File: src/design/bli_pkg.sv
// Shared types and codes for the byte list block.
package bli_pkg;

    typedef enum logic [3:0] {
        CMD_PUSH   = 4'd0,
        CMD_POP    = 4'd1,
        CMD_SET    = 4'd2,
        CMD_READ   = 4'd3,
        CMD_INSERT = 4'd4,
        CMD_DELETE = 4'd5,
        CMD_SEARCH = 4'd6,
        CMD_CLEAR  = 4'd7,
        CMD_FIRST  = 4'd8,
        CMD_LAST   = 4'd9
    } cmd_t;

    localparam logic [1:0] ST_DONE  = 2'd0;
    localparam logic [1:0] ST_FULL  = 2'd1;
    localparam logic [1:0] ST_RANGE = 2'd2;

    typedef enum logic {
        S_IDLE,
        S_SCAN
    } state_t;

    typedef enum logic [1:0] {
        C_HOLD,
        C_WRITE,
        C_INSERT,
        C_DELETE
    } cell_op_t;

    typedef struct packed {
        cell_op_t   op;
        logic [7:0] val;
    } cell_ctrl_t;

endpackage

File: src/design/bli_cell.sv
// One storage cell of the list row: holds one byte, shifts with its neighbors.
module bli_cell #(
    parameter int AW  = 8,
    parameter int POS = 0
) (
    input  logic               clk,
    input  bli_pkg::cell_ctrl_t ctrl,
    input  logic [AW-1:0]      addr,
    input  logic [7:0]         left,
    input  logic [7:0]         right,
    output logic [7:0]         data
);

    logic [7:0]    data_reg;
    logic [7:0]    data_next;
    logic [AW-1:0] pos;

    assign pos = AW'(POS);

    always_comb
    begin
        data_next = data_reg;
        case (ctrl.op)
            bli_pkg::C_WRITE:
            begin
                if (pos == addr)
                begin
                    data_next = ctrl.val;
                end
            end
            bli_pkg::C_INSERT:
            begin
                if (pos == addr)
                begin
                    data_next = ctrl.val;
                end
                else if (pos > addr)
                begin
                    data_next = left;
                end
            end
            bli_pkg::C_DELETE:
            begin
                if (pos >= addr)
                begin
                    data_next = right;
                end
            end
            default:
            begin
                data_next = data_reg;
            end
        endcase
    end

    always_ff @(posedge clk)
    begin
        data_reg <= data_next;
    end

    assign data = data_reg;

endmodule

File: config.mk
export PLATFORM = sky130hd
export DESIGN_NAME = bli_cell
export DESIGN_NICKNAME = d
export VERILOG_FILES = /design/src/design/bli_pkg.sv /design/src/design/bli_cell.sv
export SDC_FILE = /design/constraint.sdc
export NUM_CORES = 1
export LEC_CHECK = 0
export ABC_AREA = 0
export BUFFER_PORTS_ARGS = -buffer_cell sky130_fd_sc_hd__buf_2
export CORE_ASPECT_RATIO = 1.1
export CORE_MARGIN = 5
export CORE_UTILIZATION = 40
export DETAILED_ROUTE_END_ITERATION = 8
export GPL_TIMING_DRIVEN = 0
export PLACE_DENSITY = 0.87
export SETUP_SLACK_MARGIN = 0.05
export SYNTH_ARGS = -nofsm -noshare
export SYNTH_HDL_FRONTEND = slang
export SYNTH_SLANG_ARGS = --single-unit
File: constraint.sdc
create_clock -name clk -period 1.5 [get_ports clk]
set_input_delay 0.15 -clock clk [delete_from_list [all_inputs] [get_ports clk]]
set_output_delay 0.15 -clock clk [all_outputs]
set_load 0.005 [all_outputs]
======== Word-level counts from Yosys, hierarchy flattened ========
Index checks and enable logic that the tools add are counted.
W data, S select, Z words.
word-level totals
  ROM bits ................................ 0
  register bits after elaboration ......... 8
  bits in latches ......................... 0
  memories kept ........................... 0
  memory bits (writable) .................. 0
  bits of input ports ..................... 35
operators by class
  add/subtract/negate cells ............... 0
  divide/modulo/power cells ............... 0
  shift operators ......................... 0
  bitwise logic cells ..................... 0
  $mul .................................... 0
  muxes and demuxes ....................... 5
  order comparisons ....................... 2
  equality and inequality tests ........... 6
  reduce and logical (&&, ||, !) cells .... 3
operator list
  cell                  count
  $mux W8               4
  $pmux W8 S3           1
  $ge A1 B8 Y1 const A  1
  $gt A1 B8 Y1 const A  1
  $logic_not A8 Y1      1
  $eq A2 B2 Y1 const B  2
  $ne A2 B2 Y1 const B  2
  $reduce_and A4 Y1     1
  $ne A3 B3 Y1 const B  1
  $reduce_bool A3 Y1    1
  $eq A2 B1 Y1 const B  1

======== Logic depth before layout (Yosys ltp) ========
Gate-level depths: netlist of the first run.
  word-level depth ........................ 4
  mapped depth ............................ 6
  gate-level depth less buffers ........... 3

======== Least setup slack after synthesis of the first run ========
Ideal clock, no wire load.
  kind .................................... in2reg
  start point ............................. in addr[4]
  end point ............................... reg data_reg[0], in the netlist data[0] (enable)
  path buffers ............................ 1
  path slack .............................. 130 ps
  data required time ...................... 1200 ps
  stages .................................. 4
  setup time .............................. 300 ps
  arrival time ............................ 1069 ps
  cell sequence ........................... nor4_4 > and2_1 > buf_6 > o21a_4
between the ends
  word-level cells in the longest chain between the ends .. 3
  elaborated cells on any way between the ends .. 7
RTL lines
  what                                                           line            RTL
  start: declaration                                             bli_cell.sv:8   input logic [AW-1:0] addr,
  $gt A1 B8 Y1 (tied with other cells)                           bli_cell.sv:37  else if (pos > addr)
  $ne A3 B3 Y1 (no line) / $ne A2 B2 Y1 (equally long branches)  -
  $reduce_and A4 Y1 (no line) (*)                                -
  end signal: assignment                                         bli_cell.sv:58  data_reg <= data_next;
  end: declaration                                               bli_cell.sv:14  logic [7:0] data_reg;
Mark *: on every way between the ends. The rest lies on a longest branch, timed or not.
A chain may end at the register's enable or synchronous reset.

======== Final worst setup path of the first run ========
  start point ............................. in addr[0]
  end point ............................... reg data_reg[1], in the netlist data[1] (enable)
Same word-level chain as after synthesis.

==> results of run 1 <==
-- report_power, final --
group	internal, uW	switching, uW
sequential	249	0.131
combinational	68.3	63.0
clock	92.1	82.0
-- worst max-delay path by stage --
stage | slack [ps] | to | startpoint
finish | 110 | data[1] | addr[0]
CTS | 120 | data[7] | addr[4]
floorplan | 130 | data[0] | addr[4]
global route | 70 | data[7] | addr[0]
detailed placement | -160 | data[1] | addr[4]
global placement | -140 | data[0] | addr[4]
-- per-layer routing --
metal / vias to the layer above / share of wire / GRT usage
met5: - / 0 / 0
met3: 3 / 0.096 / 0.03169
met2: 32 / 0.51 / 0.2545
met4: 0 / 0.020 / 0.08072
met1: 310 / 0.38 / 0.1857
li1: 326 / - / -
-- cell type report --
type | instances | share of cell area
buffer | 5 | 0.03606
timing repair buffer | 45 | 0.2607
clock buffer | 3 | 0.02497
multi-input combinational | 45 | 0.3883
tap | 17 | 0.02358
sequential | 8 | 0.2663
-- metrics by stage --
stage	hold slack (ps)	worst slack, ps
global placement	471.5	-139.0
detailed placement	471.8	-159.9
floorplan	381.5	130.3
CTS	203.6	116.5
finish	200.5	109.5
global route	197.3	72.40
-- cell families (layout without fill, tap and decap cells) --
kind of cell,count (synthesis),count (layout),share of synthesized area
DFF,8,8,0.3855
AOI/OAI and AO/OA,17,17,0.2651
and+or+nand+nor,28,28,0.2972
buffers and inverters,5,53,0.05219
-- layout by cell type, fill, tap and decap left out --
master / count
buf_6: 1
clkbuf_4: 3
o21a_4: 1
nor2b_1: 9
and2_1: 1
o211ai_2: 8
clkbuf_1: 1
clkbuf_2: 1
buf_4: 5
edfxtp_1: 8
a31oi_1: 8
nor4_4: 2
nand4_1: 8
nand2_1: 8
buf_2: 42
==> flow_metrics.tcl, run 1 <==
set metrics [dict create \
    status "complete, no violations" \
    timing.setup.tns_ps 0 \
    via_count 671 \
    rsz0062_at_grt "no" \
    worst_pin_slew_ps 516.1 \
    min_period_ps 1391 \
    setup_violations 0 \
    synth_cell_types 14 \
    final_cells 123 \
    drt_iter0_drc 30 \
    crit_family "simple AND/OR/NAND/NOR gates" \
    dieWidth_um 47.63 \
    crit_required_ps 1470 \
    worst-setup-path-type "primary input to flip-flop" \
    maxCapViolCount 0 \
    syn2layout_area_growth_pct 44.78 \
    yosysWarnings 0 \
    drive_above_1_share 0.5943 \
    grt_overflow 0 \
    cp_max_fo 9 \
    cp.buffers_inverters 2 \
    slowest_delay_ps 520 \
    place_area_sq_um 849.6 \
    ir_drop_mv 0.1868 \
    largest_reg_flops 8 \
    routedWlPerCell_um 14.76 \
    dr.pass1.iters 4 \
    cts.sinks 8 \
    period_share 0.9270 \
    async_flop_share 0 \
    multiInputGateArea_sq_um 350.3 \
    seqCellArea_sq_um 240.2 \
    syn_avg_cell_area_sq_um 10.74 \
    cts_hold_buf 0 \
    antennaDiodeCount 0 \
    crit_cells 5 \
    synthTopCellsByArea "edfxtp_1 (39%), o211ai_2 (16%), nor2b_1 (9.0%), a31oi_1 (8.0%), nand4_1 (8.0%)" \
    min_path_cells 3 \
    synth_ff_type "edfxtp_1" \
    cts_tree "yes" \
    hold_viol_final 0 \
    worstHoldStart "right[7]" \
    path_clk_slew_ps 60 \
    gr-usage-all-layers 0.1562 \
    ant_nets 0 \
    drt_wl_total_um 1815 \
    hp-class "primary input to flip-flop" \
    stdcell_area_sq_um 902.1 \
    place_inst 116 \
    htreeDepth 1 \
    core-area_sq_um 1520 \
    grt_pass1_wl_um 2704 \
    fin_nets 143 \
    maxSlewViolCount 0 \
    antenna_found_initial 0 \
    finalPower_uw 555.1 \
    cts.path.max_buffers 2 \
    synth_area_leader_cell "edfxtp_1" \
    grt_start_max_net_pins 11 \
    max_slew_margin 0.6534 \
    endpoint_kind "flip-flop" \
    arrival_ps 1360 \
    grt_pass1_vias 645 \
    ioPinCount 43 \
    cp_cell_sequence "buf_2, nor4_4, and2_1, buf_6, o21a_4" \
    leakage_uw 0.0003865 \
    synth_most_common_cell "nor2b_1" \
    fmax_mhz 719.1 \
    drc 0 \
    rows 15 \
    synth_seq_cells 8 \
    min_to "data[7]" \
    finish.utilization 0.5934 \
    die_h_um 51.40 \
    p_per_area_nw_per_um2 615.3 \
    dp_hpwl_um 1361 \
    via_per_inst 5.455 \
    start_util 0.4099 \
    cts_root_buf "clkbuf_4" \
    synth_nets 93 \
    yosysSeqAreaShare 0.3855 \
    cpMaxStageDelayCell "nor4_4" \
    cts_buffers 3 \
    syn_area_sq_um 623.1 \
    gp_congestion 0.7454 \
    startpoint_type "primary input" \
    portBuffers 41 \
    fillerInstances 129 \
    syn_inst 58 \
    cts_resized 0 \
    dieArea_sq_um 2448 \
    synth_edf_count 8 \
    cts_setup_buffers 0 \
    synth_top_area_share 0.3855 \
]
Note: power is estimated with default switching activity, not from simulation.
==> inputs of run 2 (changes only) <==
Settings changed: CORE_MARGIN 5 to unset.
==> run 2 against run 1 <==
  * Global-route usage increased by 7.2 points
  * Utilization increased by 4.9 points
  * Clock power decreased by 6%
  * Setup slack improved by 170 ps
  * Largest cell class unchanged
  * Highest routed layer is now met3
==> flow_metrics.tcl, run 2 (same netlist as run 1, synthesis figures left out) <==
set metrics [dict create \
    status "complete, no violations" \
    final_common_cell "buf_2" \
    place_area_sq_um 848.3 \
    cp_cell_sequence "buf_2, nor4_4, and2_1, buf_6, o21a_4" \
    worst_pin_slew_ps 490.2 \
    startpoint_type "primary input" \
    maxSlewViolCount 0 \
    fillerInstances 125 \
    grtUsageMet1 0.2575 \
    swShare 0.2543 \
    core-area_sq_um 1401 \
    cts.path.max_buffers 2 \
    slowest_delay_ps 360 \
    gp_congestion 0.8008 \
    min_period_ps 1220 \
    fin_ws_ps 280.2 \
    met3_usage 0.02564 \
    power_frac_seq 0.455 \
    cts.sinks 8 \
    power.switching_uw 139.7 \
    grt_overflow 0 \
    drc 0 \
    fin_nets 143 \
    cts_resized 0 \
    cts_root_buf "clkbuf_4" \
    via_per_inst 5.623 \
    syn2layout_area_growth_pct 44.58 \
    ioPinCount 43 \
    routedWlPerCell_um 14.05 \
    cts_buffers 3 \
    hp-class "primary input to flip-flop" \
    stdcell_area_sq_um 900.9 \
    arrival_ps 1180 \
    rsz0062_at_grt "no" \
    drt_iter0_drc 20 \
    via_count 686 \
    endpoint_kind "flip-flop" \
    cts_setup_buffers 0 \
    period_share 0.8132 \
    dieWidth_um 39.63 \
    gr-usage-all-layers 0.2284 \
    clock_power_share 0.299 \
    largest_reg_flops 8 \
    path_clk_slew_ps 50 \
    ir_drop_mv 0.2214 \
    max_slew_margin 0.6732 \
    ant_nets 0 \
    p_comb_frac 0.246 \
    leakage_uw 0.0003865 \
    hold_viol_final 0 \
    dieArea_sq_um 1720 \
    maxCapViolCount 0 \
    portBuffers 41 \
    fmax_mhz 819.8 \
    cpMaxStageDelayCell "nor4_4" \
    cp.buffers_inverters 2 \
    setup_violations 0 \
    cts_tree "yes" \
    drt_wl_total_um 1714 \
    crit_required_ps 1460 \
    grt_pass1_wl_um 2691 \
    antennaDiodeCount 0 \
    drive_above_1_share 0.5943 \
    dp_slack_ps -135.4 \
    grt_pass1_vias 679 \
    die_h_um 43.40 \
    htreeDepth 1 \
    crit_family "simple AND/OR/NAND/NOR gates" \
    antenna_found_initial 0 \
    start_util 0.4446 \
    grt_start_max_net_pins 11 \
    worst-setup-path-type "primary input to flip-flop" \
    globalRouteMet2Util 0.3934 \
    cts_hold_buf 0 \
    dr.pass1.iters 4 \
    cp_max_fo 9 \
    rows 14 \
    internal_power_uw 409.4 \
    p_per_area_nw_per_um2 609.5 \
    layout_common_cells "buf_2 (42), nor2b_1 (9)" \
    grt_busiest_layer "met2" \
]
-- run 2: final cells by class --
type	count	area [sq um]	area share
multi-input cells	45	350.3	0.3889
repair buffers	45	235.2	0.2611
well taps	16	20.02	0.02222
flip-flops and latches	8	240.2	0.2667
clock buffers	3	22.52	0.02500
plain buffers	5	32.53	0.03611
-- run 2: per-stage QoR --
step / setup TNS [ps] / power (uW) / util / cells / hold slack [ps]
2_1_floorplan: 0 / 316.5 / - / 58 / 381.5
3_3_place_gp: -970.5 / 376.3 / 0.6054 / 115 / 469.4
3_5_place_dp: -1139 / 383.3 / 0.6054 / 115 / 476.1
4_1_cts: 0 / 543.7 / 0.6214 / 118 / 215.4
5_1_grt: 0 / 565.6 / 0.6429 / 122 / 233.5
6_report: 0 / 549.1 / 0.6429 / 122 / 219.8
-- run 2: worst paths after layout --
| path | slack [ps] | cells after the start | from | end |
|---|---|---|---|---|
| worst max-delay path | 280 | 5 | addr[2] | data[1] |
| worst min-delay path | 220 | 3 | right[5] | data[5] |
-- run 2: tightest hold or removal path, stage by stage --
cell	delay, ps
buf_2	80
a31oi_1	70
o211ai_2	60
-- run 2: power by group through the flow --
stage / Sequential (uW) / Clock [uW] / Combinational (uW)
after CTS: 250 / 164 / 130
after floorplan: 254 / 0 / 62.2
after global placement: 254 / 0 / 122
after detailed placement: 254 / 0 / 129
final: 250 / 164 / 135
after global routing: 250 / 171 / 145
-- run 2: layer usage --
layer,wire length (um),vias to the layer above
met2,990,42
li1,-,328
met5,0,-
met3,128,0
met4,0,0
met1,595,316
==> inputs of run 3 (changes only) <==
Clock period 1.5 ns to 1.2 ns, I/O delays scaled along.
==> run 3 against run 2 <==
  * Routed wire length shrank 15%
  * First-iteration DRC count shrank 25%
  * Sequential share of layout area is 0.45 points higher
  * Worst hold slack got worse by 36 ps
  * Clock-buffer cell count stayed put
  * Via count shrank 0.58%
  * Sequential power increased by 25%
  * Critical path depth unchanged
  * Flip-flop and latch count unchanged
  * Clock power grew 22%
  * Die area did not move
==> flow_metrics.tcl, run 3 (same netlist as run 1, synthesis figures left out) <==
set metrics [dict create \
    status "complete, no violations" \
    rows 14 \
    globalRouteMet2Util 0.3082 \
    maxCapViolCount 0 \
    slowest_delay_ps 280 \
    cts_buffers 3 \
    fin_nets 141 \
    grtUsageMet1 0.2343 \
    hold-worst-slack_ps 183.8 \
    die_h_um 43.40 \
    portBuffers 41 \
    dp_hpwl_um 1164 \
    min_to "data[5]" \
    path_clk_slew_ps 50 \
    cp_cell_sequence "buf_2, nor4_4, and2_1, buf_6, o21a_4" \
    fillerInstances 131 \
    via_count 682 \
    worst_pin_slew_ps 445.0 \
    grt_busiest_layer "met2" \
    arrival_ps 1040 \
    timing.setup.tns_ps 0 \
    cts.sinks 8 \
    dieArea_sq_um 1720 \
    syn2layout_area_growth_pct 42.17 \
    min_path_cells 3 \
    endpoint_kind "flip-flop" \
    cp_max_fo 9 \
    setup_violations 0 \
    multiInputGateArea_sq_um 350.3 \
    final_cells 120 \
    gr-usage-all-layers 0.1977 \
    drc 0 \
    start_util 0.4446 \
    cp.buffers_inverters 2 \
    antenna_found_initial 0 \
    cts_root_buf "clkbuf_4" \
    grt_start_max_net_pins 11 \
    via_per_inst 5.683 \
    antennaDiodeCount 0 \
    cpMaxStageDelayCell "nor4_4" \
    dieWidth_um 39.63 \
    ioPinCount 43 \
    max_slew_margin 0.7034 \
    place_inst 115 \
    core-area_sq_um 1401 \
    cts_tree "yes" \
    final_common_cell "buf_2" \
    met3_usage 0.08718 \
    grt_pass1_wl_um 2318 \
    leakage_uw 0.0003757 \
    p_per_area_nw_per_um2 759.0 \
    crit_required_ps 1150 \
    min_period_ps 1090 \
    grt_pass1_vias 570 \
    hold_viol_final 0 \
    dr.pass1.iters 4 \
    crit_family "simple AND/OR/NAND/NOR gates" \
    startpoint_type "primary input" \
    worstHoldStart "right[5]" \
    drive_above_1_share 0.5865 \
    seqCellArea_sq_um 240.2 \
    fmax_mhz 917.5 \
    drt_iter0_drc 15 \
    period_share 0.9082 \
    worst-setup-path-type "primary input to flip-flop" \
    fin_ws_ps 110.1 \
    htreeDepth 1 \
    rsz0062_at_grt "no" \
    maxSlewViolCount 0 \
    drt_wl_total_um 1465 \
    dp_slack_ps -412.3 \
    routedWlPerCell_um 12.21 \
    gp_congestion 0.8026 \
    ant_nets 0 \
    grt_overflow 0 \
    layout_common_cells "buf_2 (42), nor2b_1 (9)" \
    ir_drop_mv 0.5152 \
    cts.path.max_buffers 2 \
    cts_hold_buf 0 \
    hp-class "primary input to flip-flop" \
    largest_reg_flops 8 \
]
run 3: report_power, final:
part	internal, uW	switching, uW	total [uW]
sequential	312	0.155	312
combinational	83.5	76.9	160
clock	114	85.6	200
run 3: what timing repair did:
item,in CTS,in global routing
setup buffers,2,0
resized for setup,0,0
endpoints found under the setup margin,16,0
run 3: layout make-up:
type | count | area share
well taps | 16 | 0.02260
multi-input cells | 45 | 0.3955
clock buffers | 3 | 0.02542
plain buffers | 5 | 0.03672
repair buffers | 43 | 0.2486
flip-flops and latches | 8 | 0.2712
run 3: routing by layer:
layer / vias to the layer above / share of wire
met5: - / 0
met4: 0 / 0.014
met3: 5 / 0.078
met2: 34 / 0.54
met1: 318 / 0.37
li1: 325 / -
run 3: through the flow:
step                area [sq um]  utilization  total power [uW]
floorplan                  623.1            -             395.7
global placement           848.3       0.6054             469.8
detailed placement         848.3       0.6054             475.4
CTS                        885.9       0.6321             674.4
global route               885.9       0.6321             707.8
finish                     885.9       0.6321             672.4
run 3: worst max-delay path by stage:
stage             from      end  slack, ps  depth (start not counted)
5_1_grt        ctrl[9]  data[2]         70                          5
3_5_place_dp   addr[6]  data[7]       -410                          5
4_1_cts        addr[4]  data[4]        100                          5
6_report       addr[4]  data[4]        110                          5
3_3_place_gp   addr[6]  data[5]       -400                          5
2_1_floorplan  addr[6]  data[0]       -140                          4
